--- src/sbq_pkg.sv ---
package sbq_pkg;

	localparam int SAMPLE_BITS = 24;
	localparam int COEF_BITS   = 32;
	localparam int COEF_FRAC   = COEF_BITS - 4;
	localparam int GAIN_BITS   = 24;
	localparam int GAIN_FRAC   = 18;
	localparam int SUR_FRAC    = 23;
	localparam int CIDX_BITS   = 6;
	localparam int CFG_IDX_BITS  = 3;
	localparam int CFG_DATA_BITS = 24;
	localparam int PROD_BITS   = COEF_BITS + 1 + SAMPLE_BITS;
	localparam int ACC_BITS    = PROD_BITS + 3;
	localparam int SAT_BITS    = 40;

	localparam logic [CFG_IDX_BITS-1:0] CFG_EQ_ENABLE       = 3'd0;
	localparam logic [CFG_IDX_BITS-1:0] CFG_PRE_GAIN        = 3'd1;
	localparam logic [CFG_IDX_BITS-1:0] CFG_SURROUND_ENABLE = 3'd2;
	localparam logic [CFG_IDX_BITS-1:0] CFG_SURROUND_GAIN   = 3'd3;
	localparam logic [CFG_IDX_BITS-1:0] CFG_POST_GAIN       = 3'd4;

	localparam logic CMD_PAIR       = 1'b0;
	localparam logic CMD_COEF_WRITE = 1'b1;

	localparam logic [GAIN_BITS-1:0] GAIN_UNITY = 24'd262144;

	typedef logic signed [SAMPLE_BITS-1:0] sample_t;
	typedef logic signed [COEF_BITS-1:0] coef_t;

	typedef enum logic [2:0] {
		OP_IDLE,
		OP_BQ,
		OP_PRE,
		OP_SUR,
		OP_POST
	} dp_op_t;

	// command from the sequencer to the datapath
	typedef struct packed {
		dp_op_t     op;
		logic [2:0] step;
		logic       ch;
		logic       out_load;
	} dp_cmd_t;

	// status from the datapath to the sequencer
	typedef struct packed {
		logic eq_en;
		logic sur_en;
	} dp_stat_t;

	typedef struct packed {
		sample_t val;
		logic    clip;
	} sat_t;

	function automatic sat_t sat_sample(input logic signed [SAT_BITS-1:0] v);
		sat_t r;
		logic signed [SAT_BITS-1:0] hi;
		logic signed [SAT_BITS-1:0] lo;
		hi = SAT_BITS'((64'sd1 <<< (SAMPLE_BITS - 1)) - 64'sd1);
		lo = -hi - SAT_BITS'(1);
		if (v > hi) begin
			r.val  = hi[SAMPLE_BITS-1:0];
			r.clip = 1'b1;
		end else if (v < lo) begin
			r.val  = lo[SAMPLE_BITS-1:0];
			r.clip = 1'b1;
		end else begin
			r.val  = v[SAMPLE_BITS-1:0];
			r.clip = 1'b0;
		end
		return r;
	endfunction

endpackage

--- src/sbq_ctrl.sv ---
module sbq_ctrl import sbq_pkg::*; #(
	parameter int BANDS = 10
) (
	input  logic     clk,
	input  logic     arst_n,
	input  logic     in_valid,
	input  logic     in_cmd,
	output logic     in_ready,
	output logic     out_valid,
	input  logic     out_ready,
	input  dp_stat_t stat,
	output dp_cmd_t  cmd,
	output logic [((BANDS > 1) ? $clog2(BANDS) : 1)-1:0] band
);

	localparam int BW = (BANDS > 1) ? $clog2(BANDS) : 1;

	typedef enum logic [5:0] {
		S_IDLE = 6'b000001,
		S_BQ   = 6'b000010,
		S_PRE  = 6'b000100,
		S_SUR  = 6'b001000,
		S_POST = 6'b010000,
		S_DONE = 6'b100000
	} state_t;

	state_t state_q, state_d;
	logic [2:0] step_q, step_d;
	logic [BW-1:0] band_q, band_d;
	logic ch_q, ch_d;
	logic out_valid_q, out_valid_d;
	logic out_load;

	assign in_ready  = (state_q == S_IDLE);
	assign out_valid = out_valid_q;
	assign band      = band_q;

	always_comb begin
		state_d     = state_q;
		step_d      = step_q;
		band_d      = band_q;
		ch_d        = ch_q;
		out_load    = 1'b0;
		out_valid_d = out_valid_q & ~out_ready;
		case (state_q)
			S_IDLE: begin
				step_d = 3'd0;
				band_d = '0;
				ch_d   = 1'b0;
				if (in_valid && in_cmd == CMD_PAIR) begin
					state_d = stat.eq_en ? S_BQ : S_DONE;
				end
			end
			S_BQ: begin
				step_d = step_q + 3'd1;
				if (step_q == 3'd7) begin
					ch_d = ~ch_q;
					if (ch_q) begin
						if (32'(band_q) == BANDS - 1) begin
							state_d = S_PRE;
							band_d  = '0;
						end else begin
							band_d = band_q + BW'(1);
						end
					end
				end
			end
			S_PRE: begin
				step_d = step_q + 3'd1;
				if (step_q == 3'd2) begin
					step_d  = 3'd0;
					state_d = stat.sur_en ? S_SUR : S_POST;
				end
			end
			S_SUR: begin
				step_d = step_q + 3'd1;
				if (step_q == 3'd2) begin
					step_d  = 3'd0;
					state_d = S_POST;
				end
			end
			S_POST: begin
				step_d = step_q + 3'd1;
				if (step_q == 3'd2) begin
					step_d  = 3'd0;
					state_d = S_DONE;
				end
			end
			S_DONE: begin
				if (!out_valid_q || out_ready) begin
					out_load    = 1'b1;
					out_valid_d = 1'b1;
					state_d     = S_IDLE;
				end
			end
			default: state_d = S_IDLE;
		endcase
	end

	always_comb begin
		cmd.step     = step_q;
		cmd.ch       = ch_q;
		cmd.out_load = out_load;
		case (state_q)
			S_BQ:    cmd.op = OP_BQ;
			S_PRE:   cmd.op = OP_PRE;
			S_SUR:   cmd.op = OP_SUR;
			S_POST:  cmd.op = OP_POST;
			default: cmd.op = OP_IDLE;
		endcase
	end

	always_ff @(posedge clk or negedge arst_n) begin
		if (!arst_n) begin
			state_q     <= S_IDLE;
			step_q      <= '0;
			band_q      <= '0;
			ch_q        <= 1'b0;
			out_valid_q <= 1'b0;
		end else begin
			state_q     <= state_d;
			step_q      <= step_d;
			band_q      <= band_d;
			ch_q        <= ch_d;
			out_valid_q <= out_valid_d;
		end
	end

endmodule

--- config.mk ---
export PLATFORM = sky130hd
export DESIGN_NAME = sbq_ctrl
export DESIGN_NICKNAME = d
export VERILOG_FILES = /design/src/sbq_pkg.sv /design/src/sbq_ctrl.sv
export SDC_FILE = /design/constraint.sdc
export NUM_CORES = 1
export LEC_CHECK = 0
export BUFFER_PORTS_ARGS = -buffer_cell sky130_fd_sc_hd__buf_2
export CELL_PAD_IN_SITES_DETAIL_PLACEMENT = 2
export CELL_PAD_IN_SITES_GLOBAL_PLACEMENT = 2
export CORE_MARGIN = 3
export CORE_UTILIZATION = 34
export CTS_CLUSTER_SIZE = 14
export DETAILED_ROUTE_END_ITERATION = 16
export GPL_TIMING_DRIVEN = 0
export MAX_ROUTING_LAYER = met4
export PLACE_DENSITY = 0.81
export SLEW_MARGIN = 30
export SYNTH_ARGS = -nofsm -noshare
export SYNTH_HDL_FRONTEND = slang
export SYNTH_SLANG_ARGS = --single-unit
--- constraint.sdc ---
create_clock -name clk -period 3.9 [get_ports clk]
set_input_delay 0.39 -clock clk [delete_from_list [all_inputs] [get_ports clk]]
set_output_delay 0.39 -clock clk [all_outputs]
set_load 0.1 [all_outputs]
==> flow_results.org, run 1 <==
** Outcome
- The run finished with clean final reports.

** Yosys
- Warnings from Yosys :: 0
- The most used flip-flop cell after synthesis is sky130_fd_sc_hd__dfrtp_1.
- Count of cell types in the netlist :: 35
- After synthesis, flip-flops and latches occupy 40.0% of the total area.
- Synthesis handed over a netlist of 96 instances.
- The number of nets handed over by synthesis was 108.
- Post-synthesis instance area :: 942 um^2
- The synthesized design contains 0 enable-type register cells.
- Of all flip-flops after synthesis, the portion carrying an async set or reset was 100%.
- Largest cells by area after synthesis :: sky130_fd_sc_hd__dfrtp_1 37%, sky130_fd_sc_hd__ha_1 6.6%, sky130_fd_sc_hd__o41ai_2 5.2%, sky130_fd_sc_hd__o21ai_0 4.8%, sky130_fd_sc_hd__nor2b_1 3.3%
- The largest total area in the synthesized netlist belongs to sky130_fd_sc_hd__dfrtp_1.
- Of the post-synthesis cell area, the dominant cell type holds 37.2%.
- Number of synthesized register bits :: 15
- The average instance in the mapped netlist occupies approximately 9.8 um^2.

** Die
- In this run the standard cell core region covers 2540 um^2.
- The floorplan step set the die width to 58.6 um.
- IO Count :: 21
- Initial core utilization :: 37.0%
- In this run the vertical extent of the chip is 58.6 um.
- Row generation in the floorplan step produced 18 rows.
- Die Footprint :: approximately 3400 um^2

** Run
- Max-cap violations in this run came to 0.

** CTS
- In this run, post-CTS repair resized a total of 0 instances.
- The later pin in the worst-skew pair is clocked with a latency of approximately 0.30 ns.
- TritonCTS buffer count :: 3
- Clock tree root buffer cell :: sky130_fd_sc_hd__clkbuf_4
- H-tree lvl count :: 1
- In this run the deepest clock path goes through 2 buffers.
- TritonCTS built the clock tree.
- Num Clock Sinks :: 15
- Post CTS Setup Buffer Count :: 0
- After clock tree synthesis, the flow added hold-fix buffers numbering 1.
- Clock slew seen by the registers of the worst setup and hold paths :: about 0.1 ns

** Timing
- The clock period could shrink to 2.54 ns.
- Final setup violation count :: 0
- Share of the clock period used by the worst path :: 65.2%
- Final count of hold timing violations :: 0
- Worst Max-Slew Pin Slew :: roughly 0.56 ns
- Pins Over Slew Limit :: 0
- Adding up every negative setup slack in the final design gives 0 ns.
- For this run, the top clock speed supported by timing is 394 MHz.
- Relative slew slack :: a little over three fifths
- Setup repair after global routing left no endpoint under its margin.
- The clock arrives with 0.00252 ns of skew.

** Pwr
- Across the VDD grid, the largest voltage drop is 0.513 mV.
- Leakage component of the power :: 0.584 nW
- Power spread over the standard cell area amounts to about 800 nW/um^2.
- Overall Power :: 0.000893 W

** Placed design
- Placed wire-length estimate :: 1960 um
- Port buffering added 20 buffers.
- The congestion estimate from routability-driven global placement came to approximately 0.75.
- The placed instances occupy a cell area of 1080 um^2.

** Final layout
- Area of the multi-input gates :: 519 um^2
- For this run, the share of the core covered by cells in the final layout is 43.9%.
- In the final layout, the share of cells above drive strength 1 is 30.6%.
- Layout area overhead :: 18.5%
- Combined flip-flop and latch cell area :: roughly 380 um^2
- Nets :: ~130
- The number of antenna diodes in the final layout is 0.
- Fill cells in the final layout number 296.
- After routing the design area is about 1100 um^2.

** Detailed routing
- Per-cell via count in the routed design :: 5.58
- Wirelength, routed :: 2460 um
- The detailed router put a total of 1090 um of wire on met1.
- Detailed routing placed a total of 82 um of wire on met3.
- First-pass iteration count of the detailed router :: 4
- Top metal layer carrying routed signals :: met4
- In the routed design, unresolved DRC markers number 0.
- The routed layout has approximately 840 vias.
- The count of nets left with antenna violations once routing finished came out at 0.
- In the final routed layout, each cell accounts on average for 16.3 um.
- First DRT Iteration DRCs :: 8
- Met2 Routed Length :: 1240 um

** Worst setup path
- STA classifies the critical path startpoint as a flop.
- Arrival time at the worst endpoint :: 2.15 ns
- Worst setup path category :: reg2out
- Worst endpoint required time :: 3.51 ns
- The worst setup path is captured at an output pin.
- Of all nets on the critical path, the largest fanout is 7.

** Global route
- Wire length of the first global-routing pass :: about 4300 um
- Initial antenna violation count :: 0
- Global routing finished with a remaining overflow of 0.
- The number of global-route vias before repair is 888.
- Global-route usage over all layers :: 16.7%
- Pin count of the biggest net entering global routing :: 16

** Hold path
- The tightest min-delay check is of the in2reg type.
-- metrics by stage --
| stage | hold WS (ns) | worst slack, ns | cells |
|---|---|---|---|
| 2_1_floorplan | 0.0944 | 0.329 | 96 |
| 3_3_place_gp | 0.326 | 1.74 | 146 |
| 3_5_place_dp | 0.330 | 1.65 | 146 |
| 4_1_cts | 0.351 | 1.33 | 151 |
| 5_1_grt | 0.374 | 1.13 | 151 |
| 6_report | 0.358 | 1.36 | 151 |
-- power breakdown --
group | internal, W | switching [W] | total, W
logic | 0.000143 | 0.000419 | 0.000562
registers | 0.000192 | 0.0000424 | 0.000234
clock network | 0.0000399 | 0.0000576 | 0.0000975
-- Yosys cell counts, types with 2 or more instances --
library cell / n
sky130_fd_sc_hd__dfrtp_1: 14
sky130_fd_sc_hd__o21ai_0: 9
sky130_fd_sc_hd__nand2_1: 8
sky130_fd_sc_hd__inv_1: 7
sky130_fd_sc_hd__nor2_1: 6
sky130_fd_sc_hd__ha_1: 5
sky130_fd_sc_hd__nor2b_1: 5
sky130_fd_sc_hd__nand2b_1: 4
sky130_fd_sc_hd__nand3_1: 4
sky130_fd_sc_hd__o41ai_2: 3
sky130_fd_sc_hd__buf_4: 2
sky130_fd_sc_hd__nand3b_1: 2
sky130_fd_sc_hd__o211ai_2: 2
sky130_fd_sc_hd__o21a_1: 2
sky130_fd_sc_hd__o21ai_1: 2
sky130_fd_sc_hd__o31ai_1: 2
-- worst paths after layout --
kind                                   end  slack, ns  cells after the start        from
worst max-delay path                cmd[0]       1.36                      5  state_q[2]
worst min-delay path            state_q[3]       0.36                      3     stat[0]
worst max register to register  state_q[4]       2.03                      5  state_q[2]
worst min register to register        ch_q       0.55                      1        ch_q
max in group asynchronous       state_q[0]       3.07                      2      arst_n
min in group asynchronous        step_q[1]       0.52                      2      arst_n
-- layout by cell type, fill, tap and decap left out, types with 2 or more instances in the layout --
master and n:
sky130_fd_sc_hd__buf_2 21, sky130_fd_sc_hd__buf_4 2, sky130_fd_sc_hd__clkbuf_4 3, sky130_fd_sc_hd__dfrtp_1 14
sky130_fd_sc_hd__ha_1 5, sky130_fd_sc_hd__inv_1 7, sky130_fd_sc_hd__nand2_1 8, sky130_fd_sc_hd__nand2b_1 4
sky130_fd_sc_hd__nand3_1 4, sky130_fd_sc_hd__nand3b_1 2, sky130_fd_sc_hd__nor2_1 6, sky130_fd_sc_hd__nor2b_1 5
sky130_fd_sc_hd__o211ai_2 2, sky130_fd_sc_hd__o21a_1 2, sky130_fd_sc_hd__o21ai_0 9, sky130_fd_sc_hd__o21ai_1 2
sky130_fd_sc_hd__o31ai_1 2, sky130_fd_sc_hd__o41ai_2 3
-- cell families (layout without fill, tap and decap cells) --
logic type      Yosys count  count (layout)  share of synthesized area (%)
xor+xnor                  1               1                          0.930
fa+ha+maj                 5               5                           6.64
buf+inv                  10              35                           4.91
flops                    15              15                           40.0
mux                       1               1                           1.06
compound gates           26              26                           22.4
simple gates             38              38                           24.0
-- sequential cells by signal, summed over array words and instances (netlist names) --
register   cells
state_q        6
band           4
step_q         3
ch_q           1
out_valid      1
-- per-layer routing --
metal | GRT usage (%) | vias up
li1 | - | 394
met1 | 20.0 | 426
met2 | 28.4 | 17
met3 | 1.97 | 5
met4 | 6.80 | 0
met5 | - | -
-- worst max-delay path, cell delays in order (launching register included) --
cell	delay (ns)
sky130_fd_sc_hd__dfrtp_1	0.48
sky130_fd_sc_hd__nor4_1	0.56
sky130_fd_sc_hd__nand2_1	0.16
sky130_fd_sc_hd__nor2_1	0.13
sky130_fd_sc_hd__buf_4	0.11
sky130_fd_sc_hd__buf_2	0.41
-- cell type report --
class                      count  area share, %
multi-input combinational     71           46.5
sequential                    15           33.7
timing repair buffer          21           9.87
tap                           30           3.36
clock buffer                   4           2.35
inverter                       7           2.35
buffer                         3           1.79
Note: power is estimated with default switching activity, not from simulation.
==> inputs of run 2 (changes only) <==
- ABC_AREA: not set -> 1
- CORE_UTILIZATION: 34 -> 30
- PLACE_DENSITY: 0.81 -> 0.78
- clock period: 3.9 -> 2.5 ns (I/O delays scaled with it)
==> run 2 against run 1 <==
  * Sequential share of layout area fell by 2.5 points
  * Routed wire length grew 9.5%
  * Clock power increased by 48%
  * Register-to-register slack got worse by 1.1 ns
  * Clock skew up 0.0049 ns
  * Combinational power grew 74%
  * Final cell count rose by 34%
  * Sequential power is 54% higher
  * Total power grew 66%
  * Synthesized cell count is 40% higher
  * Hold slack got worse by 0.19 ns
  * Die area rose by 19%
  * Critical endpoint unchanged
  * Highest routed layer unchanged
==> flow_results.org, run 2 <==
** Yosys
- Synth cell count leaders :: 28 x sky130_fd_sc_hd__nand2_1, 24 x sky130_fd_sc_hd__inv_1, 17 x sky130_fd_sc_hd__nor2_1
- Combinational family with the most area after synthesis :: simple AND/OR/NAND/NOR gates
- Multiplexer area fraction after synthesis :: 0%
- In the post-synthesis netlist, the cell with the most instances is sky130_fd_sc_hd__nand2_1.
- Post-synthesis average cell area :: about 7.6 um^2
- Number of synthesized register bits :: 15
- By area the synthesized netlist is led by sky130_fd_sc_hd__dfrtp_1 35%, sky130_fd_sc_hd__nand2_1 10%, sky130_fd_sc_hd__inv_1 8.9%, sky130_fd_sc_hd__nor2_1 6.3%, sky130_fd_sc_hd__ha_1 6.2%.
- Yosys mapped the design onto 24 distinct sky130hd cell types.
- After synthesis, the share of flip-flops with an asynchronous set or reset is 100%.
- The synthesized netlist devotes between 6 and 7% of its cell area to adder and majority cells.
- After Yosys synthesis, XOR and XNOR cells account for 1.73% of the synthesized area.
- During synthesis, Yosys emitted a total of 0 warnings.
- Simple-gate area share of the yosys netlist :: between 30% and 40%
- The share of the Yosys chip area taken by registers is a little under two fifths.
- Synthesis handed over a netlist of 134 instances.
- Share of the synthesized area in the top cell type :: 34.6%
- Dominant synthesized flop cell :: sky130_fd_sc_hd__dfrtp_1
- Post-synthesis instance area :: 1010 um^2
- Counting flops with a built-in enable in the synthesized netlist gives 0.
- Summed over all instances, the cell type with the most area after synthesis is sky130_fd_sc_hd__dfrtp_1.
- Net count after synthesis :: 146
- Compound-cell area share of the yosys netlist :: slightly below 8%

** Die
- Core Footprint :: 3130 um^2
- The floorplan step defined a die boundary enclosing about 4000 um^2.
- Die Span X :: 64.1 um
- After floorplanning, the core was divided into 20 placement rows.
- Floorplan die height :: 64.1 um
- IO Count :: 21
- The initial utilization of the core area, before any placement, comes to 32.4%.

** CTS
- CTS-repair resized insts :: 0
- Post CTS Setup Buffer Count :: 0
- After clock tree synthesis, the flow added hold-fix buffers numbering 1.
- CTS tree :: built
- H-tree lvl count :: 1
- Clock slew seen by the registers of the worst setup and hold paths :: 0.10 ns
- The longest clock path from root to sink contains 2 buffers.
- The number of clock buffers added by TritonCTS is 3.
- CTS saw 15 sinks.
- Clock latency on the worst-skew pair, taken at its later pin, is around 0.29 ns.
- Clock tree synthesis selected as its root buffer the cell sky130_fd_sc_hd__clkbuf_4.

** Detailed routing
- For this block, the initial DRC count from the detailed router was 31.
- In this run the remaining antenna-violating nets after routing total 0.
- For this block, wires on met1 add up to 1160 um.
- Per-cell via count in the routed design :: between 4 and 5
- Summed over all layers, the routed wires come to around 2700 um.
- Top metal layer carrying routed signals :: met4
- Routed len/inst :: 13.3 um
- The first detailed-routing pass ran for 3 iterations.
- The detailed router placed 942 vias in this run.
- The routed design uses 1440 um of met2 wire.
- After detailed routing, the number of remaining DRC violations is 0.
- The routed design uses 75 um of met3 wire.

** Pwr
- Worst voltage drop across the vdd grid :: 0.367 mV
- Power spread over the standard cell area amounts to 1230 nW/um^2.
- Total power for the finished layout comes to around 0.0015 W.
- For this design the static power due to leakage is 0.698 nW.

** Worst setup path
- Cell family with most CP delay :: simple AND/OR/NAND/NOR gates
- For the worst setup path, the data required time is 2.25 ns.
- Reg-to-reg startpoint :: step_q[0]
- Worst Reg2Reg Path Length in Cells :: 8
- The worst setup path is of the reg2out kind.
- Among all stages on the critical path, the largest delay is contributed by sky130_fd_sc_hd__dfrtp_1.
- The endpoint identified for the worst register-to-register timing path is band[2].
- CP startpoint kind :: flop
- Endpoint type of the worst setup path :: output pin
- STA puts the critical path data arrival time at 1.74 ns.
- CP bufs+invs :: 2
- The signal on the critical path passes through nor2_2 -> nand3_1 -> nor2_1 -> buf_4 -> buf_2.
- In this run the register-to-register setup slack is roughly 0.94 ns.
- Crit-path max FO :: 7
- Max stage delay on crit path :: between 0.4 and 0.5 ns

** Final layout
- Nets :: 172
- Final-layout fill cell count :: roughly 400
- In the layout the commonest cells are 28 x sky130_fd_sc_hd__nand2_1, 24 x sky130_fd_sc_hd__inv_1, 20 x sky130_fd_sc_hd__buf_2.
- Register with the highest flop count :: state_q
- Leading cell type in the layout, fill and taps excluded :: sky130_fd_sc_hd__nand2_1
- The register with the most flip-flops in the layout has 6 of them.
- The post-route netlist has ~25% of its cells at a drive strength greater than 1.
- After routing the design area is 1200 um^2.
- Antenna Cells :: 0
- Compared with the post-synthesis result, the final layout area differs by 18.9%.

** Timing
- Total negative slack :: 0 ns
- Worst Max-Slew Pin Slew :: 0.492 ns
- Final count of hold timing violations :: 0
- The worst path needs 1.99 ns of the cycle, external delays included.
- Based on the critical path, the design can be clocked at up to 503 MHz.
- Setup repair after global routing left no endpoint under its margin.
- The final critical path takes up 79.5% of the cycle.
- Pins Over Slew Limit :: 0
- Relative slew slack :: 67.4%
- Final setup violation count :: 0
- Final setup skew :: ~0.0075 ns

** Run
- Max-Cap Viols :: 0

** Placed design
- Routability-driven placement finished with a final weighted congestion of 0.798.
- Port buffering added 20 buffers.
- Once detailed placement completed, the half-perimeter wirelength came to roughly 2200 um.
- Post-place instance area :: around 1200 um^2

** Global route
- Global-route usage over all layers :: 15.0%
- Vias in the first global route :: approximately 1,000
- After global routing the overflow that remains totals 0.
- Wire length of the first global-routing pass :: 4690 um
- Entering global routing, the biggest net connects 16 pins.
- The initial antenna violation count came to 0.

** Hold path
- The worst hold path was traced through 2 stages.
- Path class of the lowest-slack min-delay path :: in2reg
- Hold Startpoint :: out_ready
- The worst hold path terminates at out_valid.

** Outcome
- The flow ran to the end, and the final reports show no timing, DRC or antenna violations.
## run 2: final cells by class
type                    count  area [um^2]  area share, %
flip-flops and latches     15          377           31.3
inverters                  25         93.8           7.80
multi-input cells          92          527           43.8
clock buffers               4         26.3           2.18
plain buffers               2         15.0           1.25
repair buffers             21          110           9.15
well taps                  44         55.1           4.57
## run 2: through the flow
step / instances / worst slack [ns] / hold slack, ns / util [%]
floorplan: 134 / 0.488 / -0.0456 / -
global placement: 198 / 0.842 / 0.194 / 37.3
detailed placement: 198 / 0.817 / 0.197 / 37.3
CTS: 203 / 0.472 / 0.155 / 38.5
global route: 203 / 0.326 / 0.175 / 38.5
finish: 203 / 0.512 / 0.169 / 38.5
## run 2: worst max-delay path by stage
stage                from    endpoint  slack, ns  depth (start not counted)
2_1_floorplan   step_q[0]  state_q[4]       0.49                          8
3_3_place_gp   state_q[1]      cmd[6]       0.84                          4
3_5_place_dp   state_q[1]      cmd[0]       0.82                          5
4_1_cts        state_q[1]      cmd[0]       0.47                          5
5_1_grt        state_q[1]      cmd[0]       0.33                          5
6_report       state_q[1]      cmd[0]       0.51                          5
## run 2: cell families after synthesis
| family | Yosys count |
|---|---|
| and+or+nand+nor | 73 |
| buffers and inverters | 27 |
| DFF | 15 |
| AOI/OAI and AO/OA | 12 |
| adders and majority gates | 5 |
| xor gates and xnor gates | 2 |
## run 2: per-layer routing
| layer | vias to the layer above | track usage, % |
|---|---|---|
| met5 | - | - |
| met4 | 0 | 5.66 |
| met3 | 2 | 1.76 |
| met2 | 12 | 27.7 |
| met1 | 458 | 16.3 |
| li1 | 470 | - |
## run 2: where the power goes
part / switching, W / internal, W
clock network: 0.0000817 / 0.0000620
logic: 0.000771 / 0.000208
registers: 0.0000547 / 0.000306
